File: config.mk
export PLATFORM = sky130hd
export DESIGN_NAME = lzsd_bit_accum
export DESIGN_NICKNAME = d
export VERILOG_FILES = /design/src/rtl/lzsd_pkg.sv /design/src/rtl/lzsd_bit_accum.sv
export SDC_FILE = /design/constraint.sdc
export NUM_CORES = 1
export LEC_CHECK = 0
export BUFFER_PORTS_ARGS = -buffer_cell sky130_fd_sc_hd__clkbuf_2
export CORE_UTILIZATION = 28
export CTS_BUF_LIST = sky130_fd_sc_hd__clkbuf_4 sky130_fd_sc_hd__clkbuf_8 sky130_fd_sc_hd__clkbuf_16
export CTS_CLUSTER_DIAMETER = 80
export DETAILED_ROUTE_END_ITERATION = 7
export GPL_TIMING_DRIVEN = 1
export SETUP_SLACK_MARGIN = 0.05
export SLEW_MARGIN = 10
export SYNTH_ARGS = -nofsm -noshare
export SYNTH_HDL_FRONTEND = slang
export SYNTH_SLANG_ARGS = --single-unit
File: constraint.sdc
create_clock -name clk -period 3.75 [get_ports clk]
set_clock_uncertainty 0.2 [all_clocks]
set_input_delay 0.375 -clock clk [delete_from_list [all_inputs] [get_ports clk]]
set_output_delay 0.375 -clock clk [all_outputs]
set_load 0.05 [all_outputs]
File: src/rtl/lzsd_pkg.sv
// Shared types, codes and constants of the LZSS bitstream decoder.
// No dependencies; the bit accumulator, the top level and the bench refer to it by scoped names.
`default_nettype none

package lzsd_pkg;

  localparam int MAX_DIST_BITS_DEF = 12;
  localparam int MAX_LEN_BITS_DEF  = 5;

  // bits that one parse step can take (distance field up to 15 bits)
  localparam int FIELD_N_W = 5;
  // bit accumulator: a new word is dropped once more than ACC_LIMIT bits are held
  localparam int ACC_W     = 64;
  localparam int ACC_LIMIT = 56;
  localparam int HELD_W    = 7;

  localparam int MAX_RESULTS = 32;
  localparam int LIT_BITS    = 8;

  // register indexes of the configuration port
  localparam logic [1:0] CFG_DIST  = 2'd0;
  localparam logic [1:0] CFG_LEN   = 2'd1;
  localparam logic [1:0] CFG_COUNT = 2'd2;

  localparam logic [3:0] CFG_DIST_RST  = 4'd12;
  localparam logic [2:0] CFG_LEN_RST   = 3'd4;
  localparam logic [3:0] CFG_COUNT_RST = 4'd8;

  // result kinds
  localparam logic [1:0] KIND_BYTE     = 2'd0;
  localparam logic [1:0] KIND_END      = 2'd1;
  localparam logic [1:0] KIND_BAD_DIST = 2'd2;

  typedef enum logic [2:0] {
    ST_IDLE,
    ST_PARSE,
    ST_COPY_RD,
    ST_COPY_WR,
    ST_FLUSH
  } state_t;

  typedef enum logic [1:0] {
    PH_LEN,
    PH_DIST,
    PH_COUNT,
    PH_LIT
  } phase_t;

  typedef struct packed {
    logic [1:0] kind;
    logic [7:0] out_byte;
    logic       run_last;
  } res_t;

  typedef struct packed {
    logic                 append;
    logic [7:0]           byte_in;
    logic                 take;
    logic [FIELD_N_W-1:0] take_n;
  } acc_ctl_t;

endpackage

`default_nettype wire

File: src/rtl/lzsd_bit_accum.sv
// Bit accumulator: appends input words above the held bits, hands out fields LSB first.
// Depends on lzsd_pkg (acc_ctl_t, accumulator sizes).
`default_nettype none

module lzsd_bit_accum #(
  parameter int FW = 12
) (
  input  wire logic                      clk,
  input  wire logic                      rst_n,
  input  wire lzsd_pkg::acc_ctl_t        ctl,
  output logic      [FW-1:0]             peek,
  output logic      [lzsd_pkg::HELD_W-1:0] held
);

  localparam int AW = lzsd_pkg::ACC_W;
  localparam int HW = lzsd_pkg::HELD_W;

  logic [AW-1:0] acc_r, acc_nxt;
  logic [HW-1:0] held_r, held_nxt;

  always_comb begin
    acc_nxt  = acc_r;
    held_nxt = held_r;
    if (ctl.append) begin
      if (held_r <= HW'(lzsd_pkg::ACC_LIMIT)) begin
        acc_nxt  = acc_r | (AW'(ctl.byte_in) << held_r);
        held_nxt = held_r + HW'(8);
      end
    end else if (ctl.take) begin
      acc_nxt  = acc_r >> ctl.take_n;
      held_nxt = held_r - HW'(ctl.take_n);
    end
  end

  always_ff @(posedge clk) begin
    if (!rst_n) begin
      acc_r  <= '0;
      held_r <= '0;
    end else begin
      acc_r  <= acc_nxt;
      held_r <= held_nxt;
    end
  end

  assign peek = acc_r[FW-1:0];
  assign held = held_r;

endmodule

`default_nettype wire

==> flow_metrics.py, run 1 <==
metrics = {
    "worst_setup_path": {
        "worst-endpoint-arrival_ns": 3.21,
        "cell_family_with_the_largest_share_of_critical_path_delay": "compound AO/OA/AOI/OAI gates",
        "reg2reg_depth": 7,
        "critical-path-max-stage-delay_ns": 0.85,
        "timing.rr.end": "acc_r[61]$_SDFFE_PN0P_",
        "worstPathMaxFanout": 23,
        "kind_of_end_point_of_the_critical_path": "flop",
        "reg2reg_from": "held[1]$_SDFFE_PN0P_",
        "critical_path_class": "flop to flop",
        "worst-endpoint-required_ns": 3.74,
        "crit_chain": "mux2i_1 -> mux2i_2 -> a221oi_1 -> clkbuf_2 -> o21ai_0 -> a21oi_1 -> a211oi_1",
        "type_of_element_launching_the_critical_path": "flop",
        "critical_path_buf_inv_count": 1,
        "critical-path-slowest-cell": "sky130_fd_sc_hd__dfxtp_1",
        "regToRegSetupSlack_ns": 0.53,
    },
    "floorplan": {
        "die_w_um": 167,
        "floorplan.rows": 60,
        "dieArea_sq_mm": 0.0280,
        "start_util_pct": 28.5,
        "floorplan.io_pins": 36,
        "die_h_um": 167,
        "core_area_sq_mm": 0.0269,
    },
    "power_and_ir_drop": {
        "power.density_cell_area_mw_per_mm2": 375,
        "leakagePower_nw": 3.11,
        "switchingPower_mw": 1.30,
        "netSwitchingFraction_pct": 42.3,
        "cellInternalPower_mw": 1.77,
        "pwr-share-seq_pct": 30.9,
        "total_power_mw": 3.07,
        "power.ir.vdd_worst_mv": 0.212,
        "comb_power_share_pct": 39.4,
        "clock_network_power_share_pct": 29.7,
    },
    "clock_tree": {
        "htreeDepth": 3,
        "post_cts_resized": 0,
        "clock_buffer_depth": 2,
        "cts_made_buffers": 9,
        "postCtsSetupRepairBufs": 0,
        "clock-root-buffer": "sky130_fd_sc_hd__clkbuf_16",
        "clock_edge_transition_at_the_registers_on_the_reported_setup_and_hold_paths_ns": 0.07,
        "tritoncts_num_sinks": 71,
        "tritoncts": "built",
        "postCtsHoldBufs": 0,
        "clock_latency_ns": 0.35,
    },
    "synthesis": {
        "synth_edf_count": 0,
        "synthesis.area_per_instance_sq_um": 8.13,
        "synth_seq_area_share_pct": 18.5,
        "async_flop_share_pct": 0,
        "ys_seq_elements": 71,
        "syn-cell-area_sq_mm": 0.00767,
        "main_flop_type_after_synthesis": "sky130_fd_sc_hd__dfxtp_1",
        "synth_nets": 967,
        "postSynthCellCount": 943,
        "yosys.cell_types.count": 89,
        "synth.yosys.warnings": 0,
    },
    "sta": {
        "fin_setup_tns_ns": 0,
        "clock.fmax_mhz": 310,
        "finalMaxSlewViolations": 0,
        "finalWorstPathRequiredPeriod_ns": 3.22,
        "setup_viol_count_final": 0,
        "finalHoldViolCount": 0,
        "layout_setup_ws_ns": 0.525,
        "slew_headroom_pct": 26.2,
        "rsz0062_at_grt": "false",
        "tightest_slew_ns": 1.10,
        "min_period_over_period_pct": 86.0,
    },
    "final_layout": {
        "layout-area-overhead-vs-synth_pct": 6.85,
        "combined_area_of_the_multi_input_logic_cells_sq_mm": 0.00558,
        "antenna_cells_inserted": 0,
        "layout_common_cells": "sky130_fd_sc_hd__mux2i_1, sky130_fd_sc_hd__nor2_1, sky130_fd_sc_hd__nand2_1, sky130_fd_sc_hd__dfxtp_1, sky130_fd_sc_hd__o21ai_0",
        "finish.net_count": 938,
        "layout.cells.most_common": "sky130_fd_sc_hd__mux2i_1",
        "seqCellArea_sq_mm": 0.00142,
        "fillers": 2859,
        "layout-drive-gt1-share_pct": 19.0,
        "fin_cells": 1260,
    },
    "placed_design": {
        "numPortBuffers": 35,
        "place_hpwl_um": 23000,
        "post-place-ws_ns": 0.407,
        "gp_routability_congestion": 0.990,
        "dp_cells": 1243,
    },
    "detailed_routing": {
        "drt-vias-per-instance": 6.50,
        "num_vias": 8187,
        "postRouteAntennaNets": 0,
        "drc_errors": 0,
        "1st_iter_drt_viols": 1304,
        "wirelength_um": 31300,
        "routed_wire_length_per_instance_um": 24.8,
        "first_pass_iters": 6,
    },
    "global_routing": {
        "maximum_number_of_pins_on_one_net_before_global_route_repair": 51,
        "number_of_antenna_violations_at_the_first_check_in_global_routing": 2,
        "grt_pass1_vias": 7390,
        "globalRouteTotalUtil_pct": 21.8,
        "grt_pass1_wl_um": 47200,
        "global_route.overflow_total": 0,
    },
    "worst_hold_path": {
        "min_from": "acc_r[26]$_SDFFE_PN0P_",
        "hold_end": "acc_r[26]$_SDFFE_PN0P_",
        "min_path_cells": 1,
        "hold_path_class": "flop to flop",
    },
    "job": {
        "drv_cap": 0,
    },
    "status": {
        "status": "completed",
    },
}
## worst register-to-register path: stages (launching register included)
cell and delay [ns]:
sky130_fd_sc_hd__dfxtp_1 0.85, sky130_fd_sc_hd__mux2i_1 0.41, sky130_fd_sc_hd__mux2i_2 0.24, sky130_fd_sc_hd__a221oi_1 0.72
sky130_fd_sc_hd__clkbuf_2 0.31, sky130_fd_sc_hd__o21ai_0 0.12, sky130_fd_sc_hd__a21oi_1 0.15, sky130_fd_sc_hd__a211oi_1 0.07
## worst max-delay path by stage
stage	cells past startpoint	to	startpoint
2_1_floorplan	11	held[5]$_SDFFE_PN0P_	ctl[1]
3_3_place_gp	6	acc_r[61]$_SDFFE_PN0P_	held[1]$_SDFFE_PN0P_
3_5_place_dp	6	acc_r[61]$_SDFFE_PN0P_	held[1]$_SDFFE_PN0P_
4_1_cts	6	acc_r[61]$_SDFFE_PN0P_	held[1]$_SDFFE_PN0P_
5_1_grt	7	acc_r[61]$_SDFFE_PN0P_	held[1]$_SDFFE_PN0P_
6_report	7	acc_r[61]$_SDFFE_PN0P_	held[1]$_SDFFE_PN0P_
## layer usage
metal | GRT usage (%) | share of wire (%) | vias up
met4 | 8.78 | 4.4 | 4
met3 | 5.25 | 10 | 99
met2 | 32.8 | 44 | 542
met1 | 29.8 | 41 | 3935
li1 | - | - | 3607
met5 | 0 | 0.086 | -
## synthesized netlist by cell type, drive strengths merged, types with 4 or more instances
cell	number	area (sq um)
nor2	92	350
mux2i	95	975
o211a	4	40.0
a22oi	4	30.0
a22o	6	52.6
a311oi	7	61.3
dfxtp	71	1420
ha	6	75.1
nor3	25	135
and3	8	50.1
o21ai	52	260
nand3b	4	30.0
or3	6	37.5
o41ai	4	35.0
a221oi	29	267
a31oi	14	87.6
o221a	4	45.0
o31ai	20	150
nand3	17	85.1
o221ai	9	85.1
inv	14	52.6
a211oi	41	333
buf	61	460
a2111oi	5	48.8
o22ai	33	206
o211ai	6	50.1
a21oi	44	224
nand2	78	293
o311a	9	90.1
mux2	49	574
nor2b	9	56.3
clkbuf	42	158
or2	5	31.3
o32ai	4	35.0
mux4	14	315
## registers in the layout, indices dropped and copies added (netlist names)
register	flops
held	7
acc_r	64
## final cells by class
class | count | area share [%]
multi-input combinational | 753 | 68.1
sequential | 71 | 17.4
tap | 341 | 5.21
timing repair buffer | 63 | 4.86
clock buffer | 10 | 2.92
clock inverter | 6 | 0.825
inverter | 16 | 0.733
## power groups by stage
stage | registers, mW | clock network, mW | logic [mW]
finish | 0.949 | 0.911 | 1.21
global route | 0.954 | 0.944 | 1.28
CTS | 0.943 | 0.908 | 1.17
detailed placement | 0.960 | 0 | 1.17
global placement | 0.960 | 0 | 1.17
floorplan | 0.919 | 0 | 0.876
## cells by family after synthesis
family	Yosys count	share of synthesized area (%)
adders and majority gates	7	1.24
muxes	158	24.3
DFF	71	18.5
xor gates and xnor gates	3	0.343
AOI/OAI and AO/OA	324	31.1
and+or+nand+nor	261	15.6
buffers and inverters	119	8.85
## metrics by stage
stage,util [%],hold WS (ns),area [sq um]
6_report,30.5,0.358,8190
5_1_grt,30.5,0.391,8190
4_1_cts,30.5,0.351,8190
3_5_place_dp,29.3,0.335,7880
3_3_place_gp,29.3,0.329,7880
2_1_floorplan,-,0.286,7670
Power figures use the tool's default switching activity.
==> inputs of run 2 (changes only) <==
- CELL_PAD_IN_SITES_DETAIL_PLACEMENT: default -> 1
- CELL_PAD_IN_SITES_GLOBAL_PLACEMENT: default -> 1
- PLACE_DENSITY_LB_ADDON: default -> 0.1
- SLEW_MARGIN: 10 -> default
==> run 2 against run 1 <==
Effect of this change:
- total power grew 2.0%
- design area up 1.5%
- register-to-register slack lost 0.06 ns
- global-route usage rose by 5.4 points
- fmax is 1.7% lower
- worst setup slack lost 0.056 ns
- first-iteration DRC count is 47% lower
- hold slack worse by 0.00077 ns
- wire length increased by 21%
- sequential cell count unchanged
- utilization rose by 0.47 points
- critical path type unchanged
- critical endpoint is now acc_r[22]$_SDFFE_PN0P_
- largest power group unchanged
==> flow_metrics.py, run 2 (synthesis gave the netlist of run 1 again) <==
metrics = {
    "clock_tree": {
        "tritoncts": "built",
        "clock_buffer_depth": 2,
        "clock-root-buffer": "sky130_fd_sc_hd__clkbuf_16",
        "postCtsHoldBufs": 0,
        "htreeDepth": 3,
        "postCtsSetupRepairBufs": 0,
        "tritoncts_num_sinks": 71,
        "cts_made_buffers": 9,
        "clock_edge_transition_at_the_registers_on_the_reported_setup_and_hold_paths_ns": 0.07,
        "clock_latency_ns": 0.36,
        "post_cts_resized": 0,
    },
    "detailed_routing": {
        "num_vias": 8007,
        "routed_wire_length_per_instance_um": 29.8,
        "drc_errors": 0,
        "drt-vias-per-instance": 6.28,
        "wirelength_um": 38000,
        "1st_iter_drt_viols": 696,
        "postRouteAntennaNets": 0,
        "first_pass_iters": 5,
    },
    "final_layout": {
        "layout-drive-gt1-share_pct": 20.4,
        "layout-area-overhead-vs-synth_pct": 8.50,
        "finish.net_count": 954,
        "combined_area_of_the_multi_input_logic_cells_sq_mm": 0.00558,
        "fillers": 3213,
        "final_core_density_pct": 30.9,
        "regMostFlops": "acc_r",
        "seqCellArea_sq_mm": 0.00142,
        "antenna_cells_inserted": 0,
        "layout_common_cells": "sky130_fd_sc_hd__mux2i_1, sky130_fd_sc_hd__nor2_1, sky130_fd_sc_hd__nand2_1, sky130_fd_sc_hd__dfxtp_1, sky130_fd_sc_hd__o21ai_0",
        "layout.cells.most_common": "sky130_fd_sc_hd__mux2i_1",
        "flip_flop_count_of_the_largest_register_after_layout": 64,
        "final_cell_area_sq_mm": 0.00832,
    },
    "sta": {
        "finalMaxSlewViolations": 0,
        "rsz0062_at_grt": "false",
        "finalHoldViolCount": 0,
        "setup_viol_count_final": 0,
        "slew_headroom_pct": 25.7,
        "tightest_slew_ns": 1.11,
        "clock.fmax_mhz": 305,
        "fin_setup_tns_ns": 0,
        "layout_setup_ws_ns": 0.470,
        "finalWorstPathRequiredPeriod_ns": 3.28,
        "min_period_over_period_pct": 87.5,
    },
    "job": {
        "drv_cap": 0,
    },
    "worst_hold_path": {
        "hold_path_class": "flop to flop",
        "min_from": "acc_r[26]$_SDFFE_PN0P_",
        "min_path_cells": 1,
        "hold_end": "acc_r[26]$_SDFFE_PN0P_",
    },
    "status": {
        "status": "completed",
    },
    "worst_setup_path": {
        "regToRegSetupSlack_ns": 0.47,
        "kind_of_end_point_of_the_critical_path": "flop",
        "reg2reg_depth": 7,
        "worst-endpoint-arrival_ns": 3.29,
        "type_of_element_launching_the_critical_path": "flop",
        "worstPathMaxFanout": 18,
        "critical_path_class": "flop to flop",
        "worst-endpoint-required_ns": 3.76,
        "timing.rr.end": "acc_r[22]$_SDFFE_PN0P_",
        "reg2reg_from": "held[1]$_SDFFE_PN0P_",
    },
    "global_routing": {
        "globalRouteTotalUtil_pct": 27.2,
        "global_route.overflow_total": 0,
        "number_of_antenna_violations_at_the_first_check_in_global_routing": 0,
        "grt_pass1_vias": 7897,
        "maximum_number_of_pins_on_one_net_before_global_route_repair": 51,
        "grt_pass1_wl_um": 56100,
    },
    "power_and_ir_drop": {
        "power.density_cell_area_mw_per_mm2": 376,
        "leakagePower_nw": 3.19,
        "power.ir.vdd_worst_mv": 0.166,
    },
    "floorplan": {
        "floorplan.rows": 60,
        "dieArea_sq_mm": 0.0280,
        "die_w_um": 167,
        "die_h_um": 167,
        "floorplan.io_pins": 36,
        "start_util_pct": 28.5,
        "core_area_sq_mm": 0.0269,
    },
    "placed_design": {
        "post-place-ws_ns": 0.512,
        "post_dp_cell_area_sq_mm": 0.00803,
        "gp_routability_congestion": 0.852,
        "numPortBuffers": 35,
        "place_hpwl_um": 28500,
    },
}
## run 2: through the flow
stage	hold slack (ns)	power [mW]	instances
after floorplan	0.286	1.80	943
after global placement	0.332	2.24	1260
after detailed placement	0.333	2.24	1260
after CTS	0.350	3.12	1276
after global routing	0.385	3.26	1276
final	0.358	3.13	1276
## run 2: critical path: stages, from the launching register on
cell                       delay (ns)
sky130_fd_sc_hd__dfxtp_1         0.73
sky130_fd_sc_hd__buf_4           0.27
sky130_fd_sc_hd__mux2i_1         0.30
sky130_fd_sc_hd__mux2i_1         0.28
sky130_fd_sc_hd__a222oi_1        0.80
sky130_fd_sc_hd__nor2_1          0.21
sky130_fd_sc_hd__o31ai_1         0.25
sky130_fd_sc_hd__a221oi_1        0.07
## run 2: area by class of cell
class	instances	area share (%)
well taps	341	5.13
multi-input cells	753	67.1
clock inverters	3	0.211
flip-flops and latches	71	17.1
clock buffers	13	3.22
inverters	16	0.722
repair buffers	79	6.56
## run 2: per-layer routing
| layer | global-route usage, % | up-vias | routed length, um |
|---|---|---|---|
| met5 | 0 | - | 0 |
| met4 | 9.49 | 0 | 1200 |
| met3 | 3.26 | 62 | 1830 |
| met2 | 43.3 | 272 | 17200 |
| met1 | 37.7 | 4033 | 17700 |
| li1 | - | 3640 | - |
## run 2: power breakdown
group / leakage (nW) / switching, mW / total (mW) / internal (mW)
Clock: 0.142 / 0.384 / 0.882 / 0.498
Combinational: 2.47 / 0.854 / 1.29 / 0.440
Sequential: 0.584 / 0.133 / 0.953 / 0.820
Total: 3.19 / 1.37 / 3.13 / 1.76
## run 2: worst max-delay path by stage
stage                               from                      to  slack, ns  cells after the start
detailed placement  held[1]$_SDFFE_PN0P_  acc_r[22]$_SDFFE_PN0P_       0.51                      7
global placement    held[1]$_SDFFE_PN0P_  acc_r[22]$_SDFFE_PN0P_       0.52                      7
finish              held[1]$_SDFFE_PN0P_  acc_r[22]$_SDFFE_PN0P_       0.47                      7
CTS                 held[1]$_SDFFE_PN0P_  acc_r[22]$_SDFFE_PN0P_       0.50                      7
floorplan                         ctl[1]    held[5]$_SDFFE_PN0P_       1.08                     11
global route        held[1]$_SDFFE_PN0P_  acc_r[22]$_SDFFE_PN0P_       0.33                      7
